[config.mk]
export PLATFORM = sky130hd
export DESIGN_NAME = crc32_word_stream
export DESIGN_NICKNAME = d
export VERILOG_FILES = /design/src/sv/crc32ws_pkg.sv /design/src/sv/crc32ws_fold.sv /design/src/sv/crc32_word_stream.sv
export SDC_FILE = /design/constraint.sdc
export NUM_CORES = 1
export LEC_CHECK = 0
export BUFFER_PORTS_ARGS = -buffer_cell sky130_fd_sc_hd__clkbuf_2
export CORE_ASPECT_RATIO = 0.6
export CORE_MARGIN = 2
export CORE_UTILIZATION = 53
export CTS_CLUSTER_DIAMETER = 80
export DETAILED_ROUTE_END_ITERATION = 16
export GPL_ROUTABILITY_DRIVEN = 0
export PLACE_DENSITY = 0.75
export SLEW_MARGIN = 0
export SYNTH_ARGS = -nofsm -noshare
export SYNTH_HDL_FRONTEND = slang
export SYNTH_HIERARCHICAL = 1
export SYNTH_SLANG_ARGS = --single-unit
[constraint.sdc]
create_clock -name aclk -period 2.6 [get_ports aclk]
set_input_delay 0.26 -clock aclk [delete_from_list [all_inputs] [get_ports aclk]]
set_output_delay 0.26 -clock aclk [all_outputs]
set_load 0.03 [all_outputs]
[src/sv/crc32ws_pkg.sv]
`timescale 1ns / 1ps

package crc32ws_pkg;

    localparam int          CRC_WIDTH = 32;
    localparam logic [31:0] CRC_INIT  = 32'hFFFF_FFFF;
    localparam logic [31:0] CRC_POLY  = 32'h04C1_1DB7;
    localparam logic [31:0] CRC_TOP   = 32'h8000_0000;

    // One column per input bit: the folded image of that single bit
    typedef logic [CRC_WIDTH-1:0][CRC_WIDTH-1:0] crc_matrix_t;

    // Shift a 32-bit value through 32 zero data bits (elaboration only)
    function automatic logic [31:0] crc_shift_word(input logic [31:0] value);
        logic [31:0] acc;
        acc = value;
        for (int k = 0; k < CRC_WIDTH; k++) begin
            if ((acc & CRC_TOP) != 32'h0) begin
                acc = (acc << 1) ^ CRC_POLY;
            end else begin
                acc = acc << 1;
            end
        end
        return acc;
    endfunction

    // Build the fold matrix from unit vectors; the fold is linear in (crc ^ word)
    function automatic crc_matrix_t crc_build_matrix();
        crc_matrix_t m;
        for (int j = 0; j < CRC_WIDTH; j++) begin
            m[j] = crc_shift_word(CRC_TOP >> (CRC_WIDTH - 1 - j));
        end
        return m;
    endfunction

    localparam crc_matrix_t FOLD_MATRIX = crc_build_matrix();

endpackage

[src/sv/crc32ws_fold.sv]
`timescale 1ns / 1ps

module crc32ws_fold
    import crc32ws_pkg::*;
(
    input  logic [31:0] crc_in,
    input  logic [31:0] data_word,
    output logic [31:0] crc_out
);

    logic [31:0] mixed;

    // Fold the word into the remainder: XOR the matrix columns of all set bits
    always_comb begin
        mixed   = crc_in ^ data_word;
        crc_out = 32'h0;
        for (int j = 0; j < CRC_WIDTH; j++) begin
            if (mixed[j]) begin
                crc_out = crc_out ^ FOLD_MATRIX[j];
            end
        end
    end

endmodule

[src/sv/crc32_word_stream.sv]
`timescale 1ns / 1ps
// A last word is held in the input register, then its CRC in the result register.
// Throughput: one word per cycle unless a last word stalls; the 32-bit XOR fold network
// updates the remainder once per word between the input register and the result register.
// Stall: a last word waits in the input register while the result is held by m_ready low.
// Reset (aresetn low, synchronous): both stages empty, remainder reloaded to all ones.

module crc32_word_stream
    import crc32ws_pkg::*;
(
    input  logic        aclk,
    input  logic        aresetn,

    input  logic        s_valid,
    output logic        s_ready,
    input  logic [31:0] s_data_word,
    input  logic        s_is_last,

    output logic        m_valid,
    input  logic        m_ready,
    output logic [31:0] m_crc_value
);

    logic        in_valid_reg;
    logic [31:0] in_word_reg;
    logic        in_last_reg;
    logic [31:0] remainder_reg;
    logic [31:0] remainder_next;
    logic        out_valid_reg;
    logic [31:0] out_crc_reg;
    logic        out_free;
    logic        consume;
    logic [31:0] folded;

    // Hold a last word while the result register is still full
    assign out_free = !out_valid_reg || m_ready;
    assign consume  = in_valid_reg && (!in_last_reg || out_free);
    assign s_ready  = !in_valid_reg || consume;

    crc32ws_fold u_fold (
        .crc_in    (remainder_reg),
        .data_word (in_word_reg),
        .crc_out   (folded)
    );

    // Reload all ones after the last word of a message
    always_comb begin
        remainder_next = remainder_reg;
        if (consume) begin
            remainder_next = in_last_reg ? CRC_INIT : folded;
        end
    end

    // Input register
    always_ff @(posedge aclk) begin
        if (!aresetn) begin
            in_valid_reg <= 1'b0;
        end else if (s_ready) begin
            in_valid_reg <= s_valid;
        end
        if (s_valid && s_ready) begin
            in_word_reg <= s_data_word;
            in_last_reg <= s_is_last;
        end
    end

    // Running remainder
    always_ff @(posedge aclk) begin
        if (!aresetn) begin
            remainder_reg <= CRC_INIT;
        end else begin
            remainder_reg <= remainder_next;
        end
    end

    // Result register
    always_ff @(posedge aclk) begin
        if (!aresetn) begin
            out_valid_reg <= 1'b0;
        end else if (consume && in_last_reg) begin
            out_valid_reg <= 1'b1;
        end else if (m_ready) begin
            out_valid_reg <= 1'b0;
        end
        if (consume && in_last_reg) begin
            out_crc_reg <= folded;
        end
    end

    assign m_valid     = out_valid_reg;
    assign m_crc_value = out_crc_reg;

endmodule

Yosys cells after proc, flatten, opt, wreduce, memory -nomap -nowiden
Index checks and enable logic that the tools add are counted.
- logic and storage cells: 83
- output and inout port bits: 34
- bits in registers: 99
- reductions and logical operators: 10
- multiplexer cells: 35
- bitwise operators: 32
- operators by type and width (kind ; count):
    $mux 32 ; 14
    $mux 31 ; 6
    $mux 30 ; 4
    $not 13->13 ; 9
    $mux 29 ; 3
    $not 13->14 ; 5
    $not 15->15 ; 4
    $mux 28 ; 2
    $mux 27 ; 2
    $not 12->12 ; 4
    $not 16->16 ; 3
    $not 18->18 ; 2
    $xor 32x32->32 ; 1
    $mux 26 ; 1
    $mux 25 ; 1
    $not 11->11 ; 2
    $not 20->20 ; 1
    $not 17->17 ; 1
    $logic_and 1x1->1 ; 3
    $logic_not 1->1 ; 3
    $logic_or 1x1->1 ; 3
    $mux 1 ; 2
    $reduce_bool 2->1 ; 1

Depth between registers and ports, before layout
Gate-level depths: netlist (run 1).
- depth in word-level cells: 65
- gate-level depth with buffers: 6
- mapped depth without buffers: 6

By module
Netlist (run 1), hierarchy kept.
- by module, submodules not included (module ; seq. area each (sq um) ; cells an instance ; area an instance (sq um) ; times used):
    crc32_word_stream ; 2632.5 ; 149 ; 3061.7 ; 1
    crc32ws_fold ; 0.0 ; 241 ; 2752.6 ; 1

Least setup slack after synthesis (run 1)
Ideal clock, no wire load.
- path type: register to register
- start point: register out_valid_reg, in the netlist m_valid
- end point: register in_last_reg (enable)
- setup slack: -200 ps
- cell stages (with the launch flop): 3
- data arrival time: 2357 ps
- path buffers: 0
- required time: 2157 ps
- cells stage by stage: dfxtp_1 > nor2b_2 > a31oi_1
- longest elaborated chain between the ends: 6
- ends and longest elaborated chain (item ; line ; source):
    start: declaration ; crc32_word_stream.sv:29 ; logic out_valid_reg;
    start signal: assignment ; crc32_word_stream.sv:79 ; out_valid_reg <= 1'b0;
    start signal: assignment ; crc32_word_stream.sv:81 ; out_valid_reg <= 1'b1;
    start signal: assignment ; crc32_word_stream.sv:83 ; out_valid_reg <= 1'b0;
    $logic_not 1->1 ; crc32_word_stream.sv:36 ; assign out_free = !out_valid_reg || m_ready;
    $logic_or 1x1->1 ; crc32_word_stream.sv:36 ;
    $logic_or 1x1->1 ; crc32_word_stream.sv:37 ; assign consume = in_valid_reg && (!in_last_reg || out_free);
    $logic_and 1x1->1 ; crc32_word_stream.sv:37 ;
    $logic_or 1x1->1 ; crc32_word_stream.sv:38 ; assign s_ready = !in_valid_reg || consume;
    $logic_and 1x1->1 ; crc32_word_stream.sv:61 ; if (s_valid && s_ready) begin
    end signal: assignment ; crc32_word_stream.sv:63 ; in_last_reg <= s_is_last;
    end: declaration ; crc32_word_stream.sv:26 ; logic in_last_reg;
Every way passes these cells.
A chain may end at the register's enable or synchronous reset.

Final worst setup path (run 1)
- start point: register in_word_reg[17]
- end point: register remainder_reg[12]
- longest elaborated chain between the ends: 23
- ends and longest elaborated chain (item ; line ; source):
    start: declaration ; crc32_word_stream.sv:25 ; logic [31:0] in_word_reg;
    start signal: assignment ; crc32_word_stream.sv:62 ; in_word_reg <= s_data_word;
    $xor 32x32->32 * ; crc32ws_fold.sv:15 ; mixed = crc_in ^ data_word;
    $mux 26 * ; crc32ws_fold.sv:18 ; if (mixed[j]) begin
    $not 13->13 (no line) ; n/a ;
    $mux 27 * ; crc32ws_fold.sv:18 ;
    $mux 28 * ; crc32ws_fold.sv:18 ;
    $mux 29 * ; crc32ws_fold.sv:18 ;
    $not 13->13 (no line) ; n/a ;
    $mux 30 * ; crc32ws_fold.sv:18 ;
    [6 not listed] ; n/a ;
    $not 16->16 (no line) ; n/a ;
    $mux 32 * (3 in a row) ; crc32ws_fold.sv:18 ;
    $not 13->13 (no line) ; n/a ;
    $mux 32 * ; crc32ws_fold.sv:18 ;
    $not 18->18 (no line) ; n/a ;
    $mux 32 * ; crc32ws_fold.sv:18 ;
    named net folded[12] ; crc32_word_stream.sv:33 ; logic [31:0] folded;
    $mux 32 * ; crc32_word_stream.sv:50 ; remainder_next = in_last_reg ? CRC_INIT : folded;
    end signal: assignment ; crc32_word_stream.sv:72 ; remainder_reg <= remainder_next;
    end: declaration ; crc32_word_stream.sv:27 ; logic [31:0] remainder_reg;
Mark *: on every way through the listed nets, which the timed path passes. The rest lies on a longest branch.

==> results list, run 1 <==
- Status: completed
- Dividing the detail-routed wire length by the instance count gives 20.6 µm.
* Total number of clock tree sinks: 99
* Antenna cell count: 0
* Clock input transition at the sequential cells of the worst setup and hold paths: 70 ps
- For this run, the detailed router's first-pass iteration total came to 5.
- WS Path Type: flop to flop
- In this run the post-CTS setup repair buffer count came out at 0.
* Count of distinct cell types in the synthesized netlist: 24
* Die ar.: 11900 µm²
- OpenSTA, run right after detailed placement, puts the worst setup slack at 135 ps.
- Across all setup checks in the final design, the least slack found is 56.9 ps.
- Setup violations remaining at the end of the flow were counted as 0.
- TritonCTS built the clock tree.
- After global routing the overflow that remains totals 0.
* Worst Hold Path Cells: 1
* Worst endpoint data arrival time: 2790 ps
- TNS Setup: 0 ps
* Max-capacitance violation count: 0
- In this run the mean area of a mapped cell was 14.9 µm².
- Number of global-route vias before repair: 3412
- Headroom to the max-slew limit came out at 0.526.
- From bottom edge to top edge, the die measures 85.1 µm.
* Mapped Cells: 390
- Vias after detailed routing: 3429
- The mapped netlist covers 5810 µm².
* Required arrival time at the worst endpoint: 2840 ps
- The initial utilization of the core area, before any placement, comes to 0.547.
- Synthesis produced a netlist with a net count of 427.
- Number of cells on the worst reg-to-reg path: 6
- In this run, post-CTS hold repair placed 0 buffers.
- Post-layout minimum cycle time: 2540 ps
* Maximum number of pins on one net before global-route repair: 34
* Max FO, Critical Path: 5
* CTS Root Cell: sky130_fd_sc_hd__clkbuf_16
- For this block, the routed nets add up to 13400 µm of wire.
* Post-CTS Resized: 0
- Setup Skew: 7.62 ps
- After floorplanning, the core was divided into 29 placement rows.
- Clock latency at the later pin of the worst-skew pair: 350 ps
- Total of warnings raised by yosys: 6
- Share of post-route cells with drive strength above 1: 0.329
- Dividing the final minimum period by the clock period gives 0.978.
- Final-report hold violation count: 0
- Post-synthesis to final-layout area growth: 19.1%
- The worst setup path is captured at a flop.
* Net count, final: 545
* Max Freq: 393 MHz
* Global-route wire length before repair: 20400 µm
- In this run the standard cell core region covers 10600 µm².
* HPWL Detailed: 10200 µm
* Count of pins on the block boundary: 71
- Final worst hold slack: 79.6 ps
- The synthesized design contains 99 register bits.
- The library cell used most frequently in the layout, excluding fill and tap cells, is sky130_fd_sc_hd__xnor2_1.
- The final-report max-slew violation count is 0.
- The tightest min-delay check is of the input port to flop type.
- Port buffer count: 70
* Commonest non-fill, non-tap cells in the layout: 148 x sky130_fd_sc_hd__xnor2_1, 70 x sky130_fd_sc_hd__clkbuf_2, 65 x sky130_fd_sc_hd__edfxtp_1
* Via density per instance: 5.26
* Slew @ Worst Pin: 706 ps
- Number of buffers on the longest clock path: 2
* Final core area utilization: 0.652
- Share of synthesized area occupied by flip-flops and latches: 0.453
- DRC violation count after routing: 0
- In this run, CTS created clock tree buffers numbering 9.
- Initial antenna violation count: 0
* Global-route total usage across every layer: 0.240
- The first routing iteration left 275 violations.
- Die W: 139 µm
- Setup repair after global routing left no endpoint under its margin.
* CTS H-tree depth: 3
* Number of routed nets with antenna violations: 0
- Startpoint type of the worst setup path: flop
==> area by class of cell <==
type / count / area [µm²]
clock buffer: 12 / 246
clock inverter: 4 / 50.0
fill: 806 / 3700
inverter: 1 / 3.75
multi-input combinational: 284 / 3150
sequential: 99 / 2630
tap: 139 / 174
timing repair buffer: 113 / 673
==> per-stage QoR <==
step	std cells	cell area, µm²
final	652	6930
after detailed placement	636	6630
after global placement	636	6630
after floorplan	390	5820
after CTS	652	6930
after global routing	652	6930
==> cell families (layout without fill, tap and decap cells) <==
group / Yosys count / in the layout / synth area share
simple gates: 7 / 7 / 0.00861
flops: 99 / 99 / 0.453
xor+xnor: 241 / 241 / 0.473
compound gates: 36 / 36 / 0.0562
buf+inv: 7 / 130 / 0.00904
==> cells in the mapped netlist <==
cell type                  number  area, µm²
sky130_fd_sc_hd__a21boi_0       1       7.51
sky130_fd_sc_hd__a21boi_2       1       11.3
sky130_fd_sc_hd__a31oi_1        1       6.26
sky130_fd_sc_hd__a31oi_4        1       21.3
sky130_fd_sc_hd__buf_2          3       15.0
sky130_fd_sc_hd__buf_6          3       33.8
sky130_fd_sc_hd__dfxtp_1       34        681
sky130_fd_sc_hd__edfxtp_1      65       1950
sky130_fd_sc_hd__inv_1          1       3.75
sky130_fd_sc_hd__nand2_1        1       3.75
sky130_fd_sc_hd__nand3_1        1       5.00
sky130_fd_sc_hd__nand3b_1       1       7.51
sky130_fd_sc_hd__nor2_1         1       3.75
sky130_fd_sc_hd__nor2b_2        1       8.76
sky130_fd_sc_hd__nor2b_4        1       13.8
sky130_fd_sc_hd__o22a_1        32        280
sky130_fd_sc_hd__or2b_1         1       7.51
sky130_fd_sc_hd__xnor2_1      148       1300
sky130_fd_sc_hd__xnor2_2       22        358
sky130_fd_sc_hd__xnor2_4        9        248
sky130_fd_sc_hd__xnor3_1       19        428
sky130_fd_sc_hd__xor2_1        38        333
sky130_fd_sc_hd__xor2_2         4       65.1
sky130_fd_sc_hd__xor3_2         1       25.0
==> worst paths after layout <==
check | from | to | slack, ps
worst max-delay path | in_word_reg[17] | remainder_reg[12] | 60
worst min-delay path | s_data_word[15] | in_word_reg[15] | 80
worst max register to register | in_word_reg[17] | remainder_reg[12] | 60
worst min register to register | remainder_reg[21] | remainder_reg[21] | 490
==> critical path, cell delays in order, from the launching register on <==
cell and delay, ps:
sky130_fd_sc_hd__edfxtp_1 420, sky130_fd_sc_hd__xnor2_2 520, sky130_fd_sc_hd__xnor2_1 180, sky130_fd_sc_hd__xnor2_1 430, sky130_fd_sc_hd__xnor3_1 500, sky130_fd_sc_hd__xnor2_1 160
sky130_fd_sc_hd__o22a_1 230
==> layer usage <==
layer	up-vias	track usage	wire [µm]
met1	1678	0.369	6750
li1	1579	-	-
met5	-	0	0
met3	14	0.0717	1200
met4	0	0.0661	141
met2	158	0.329	5370
Power of run 1 is not shown: default switching activity piles up to over one toggle a cycle in this logic, so the estimate is an artifact.
==> run 2, diff against run 1 <==
--- a/config.mk
+++ b/config.mk
@@ -8,11 +8,11 @@
 export BUFFER_PORTS_ARGS = -buffer_cell sky130_fd_sc_hd__clkbuf_2
 export CORE_ASPECT_RATIO = 0.6
 export CORE_MARGIN = 2
-export CORE_UTILIZATION = 53
+export CORE_UTILIZATION = 63
 export CTS_CLUSTER_DIAMETER = 80
 export DETAILED_ROUTE_END_ITERATION = 16
 export GPL_ROUTABILITY_DRIVEN = 0
-export PLACE_DENSITY = 0.75
+export PLACE_DENSITY = 0.83
 export SLEW_MARGIN = 0
 export SYNTH_ARGS = -nofsm -noshare
 export SYNTH_HDL_FRONTEND = slang
==> constraint.sdc (replaced) <==
create_clock -name aclk -period 3 [get_ports aclk]
set_input_delay 0.3 -clock aclk [delete_from_list [all_inputs] [get_ports aclk]]
set_output_delay 0.3 -clock aclk [all_outputs]
set_load 0.03 [all_outputs]
==> results list, run 2 (synthesized netlist as in run 1, its figures left out) <==
- DRC violation count after routing: 0
- Average detailed-routed wire length per instance: 20.7 µm
* Post-synthesis to final-layout area growth: 15.2%
- Number of buffers on the longest clock path: 2
- Die W: 128 µm
- Count of pins on the block boundary: 71
- Maximum number of pins on one net before global-route repair: 33
- Setup repair after global routing left no endpoint under its margin.
- The via count of the first global-routing pass is 3371.
- Setup Skew: 8.43 ps
- Max FO, Critical Path: 4
- STA classifies the critical path endpoint as a flop.
- Setup fix buffers added after clock tree synthesis: 0
* Hold bufs inserted after CTS: 0
* Final-report hold violation count: 0
* Worst hold start: s_data_word[15]
- Final setup viols: 0
- CTS Root Cell: sky130_fd_sc_hd__clkbuf_16
- Number of routed nets with antenna violations: 0
* Starting Density: 0.642
- Global-route total usage across every layer: 0.267
- In this run the number of H-tree levels came out at 3.
- The repair_antennas step left the layout with diodes totalling 0.
- Reg2reg start: in_word_reg[11]
- Post-layout minimum cycle time: 2820 ps
- Row generation in the floorplan step produced 27 rows.
- Share of post-route cells with drive strength above 1: 0.293
* Post-CTS Resized: 0
* Sum of routed wire length over all layers: 12500 µm
- The library cell used most frequently in the layout, excluding fill and tap cells, is sky130_fd_sc_hd__xnor2_1.
- Global-route wire length before repair: 19300 µm
- The worst pin sits at a relative slew slack of 0.336.
- The tool flagged a number of max-cap violations equal to 0.
* Commonest non-fill, non-tap cells in the layout: 148 x sky130_fd_sc_hd__xnor2_1, 70 x sky130_fd_sc_hd__clkbuf_2, 65 x sky130_fd_sc_hd__edfxtp_1
- In the routed layout, each cell is associated on average with a via count of 5.51.
* WS Path Type: flop to flop
- Tracing the worst setup path back leads to its startpoint at in_word_reg[11].
- Total grt overflow: 0
* Clock input transition at the sequential cells of the worst setup and hold paths: 70 ps
- Count of routing violations after the opening detailed-route iteration: 337
* TNS Setup: 0 ps
- Startpoint type of the worst setup path: flop
- Final max-slew violation count: 0
* Die ar.: 10000 µm²
- CTS saw 99 sinks.
* Required arrival time at the worst endpoint: 3230 ps
- TritonCTS built the clock tree.
* Vias after detailed routing: 3313
- Register-to-register setup slack: 180 ps
- Path class of the lowest-slack min-delay path: input port to flop
* FILL cells: 608
- Drt pass-1 iters: 5
* Port buffer count: 70
- The initial antenna violation count is 0.
- Counting the buffers created by CTS gives 9.
- Status: completed
* Max Freq: 355 MHz
* Crit share post-route: 0.938
- Net count, final: 517
- HPWL Detailed: 9490 µm
- Core area: 9050 µm²
- From bottom edge to top edge, the die measures 78.4 µm.
* Worst endpoint data arrival time: 3040 ps
* Clock latency at the later pin of the worst-skew pair: 340 ps
* Slew @ Worst Pin: 996 ps
## run 2: cell count changes in the layout (fill, tap and decap cells not counted)
| cell | change |
|---|---|
| sky130_fd_sc_hd__clkinv_4 | +1 |
| sky130_fd_sc_hd__clkinv_2 | +1 |
| sky130_fd_sc_hd__clkbuf_8 | -1 |
| sky130_fd_sc_hd__clkbuf_1 | -1 |
| sky130_fd_sc_hd__buf_12 | +1 |
| sky130_fd_sc_hd__inv_6 | +1 |
| sky130_fd_sc_hd__buf_4 | -29 |
| sky130_fd_sc_hd__clkinvlp_4 | -1 |
## run 2: final cells by class
type / instances / area [µm²] / area share
clock inverters: 6 / 65.1 / 0.00971
multi-input cells: 284 / 3150 / 0.470
inverters: 1 / 3.75 / 0.000560
well taps: 116 / 145 / 0.0217
repair buffers: 85 / 475 / 0.0710
clock buffers: 10 / 229 / 0.0342
flip-flops and latches: 99 / 2630 / 0.393
## run 2: critical path, stage by stage (launching register included)
cell	delay [ps]
sky130_fd_sc_hd__edfxtp_1	420
sky130_fd_sc_hd__xnor2_1	610
sky130_fd_sc_hd__xnor3_1	640
sky130_fd_sc_hd__xnor3_1	370
sky130_fd_sc_hd__xnor3_1	270
sky130_fd_sc_hd__xnor2_1	150
sky130_fd_sc_hd__o22a_1	230
## run 2: final timing paths
path / to / depth (start not counted)
hold / removal: in_word_reg[15] / 1
setup / recovery: remainder_reg[6] / 6
hold reg to reg: remainder_reg[12] / 1
setup reg to reg: remainder_reg[6] / 6
## run 2: layer usage
layer | routed length [µm] | GRT usage | vias up
met5 | 0 | 0 | -
met4 | 174 | 0.0692 | 0
met3 | 1100 | 0.0777 | 14
met2 | 5200 | 0.370 | 140
met1 | 5980 | 0.411 | 1637
li1 | - | - | 1522
## run 2: stage by stage
stage	util	std cells	setup slack, ps	instance area (µm²)	hold slack, ps
floorplan	-	390	200	5810	399
global placement	0.707	585	322	6400	464
detailed placement	0.707	585	274	6400	473
CTS	0.740	601	248	6700	115
global route	0.740	601	185	6700	114
finish	0.740	601	185	6700	129
Power of run 2 is left out for the same reason.
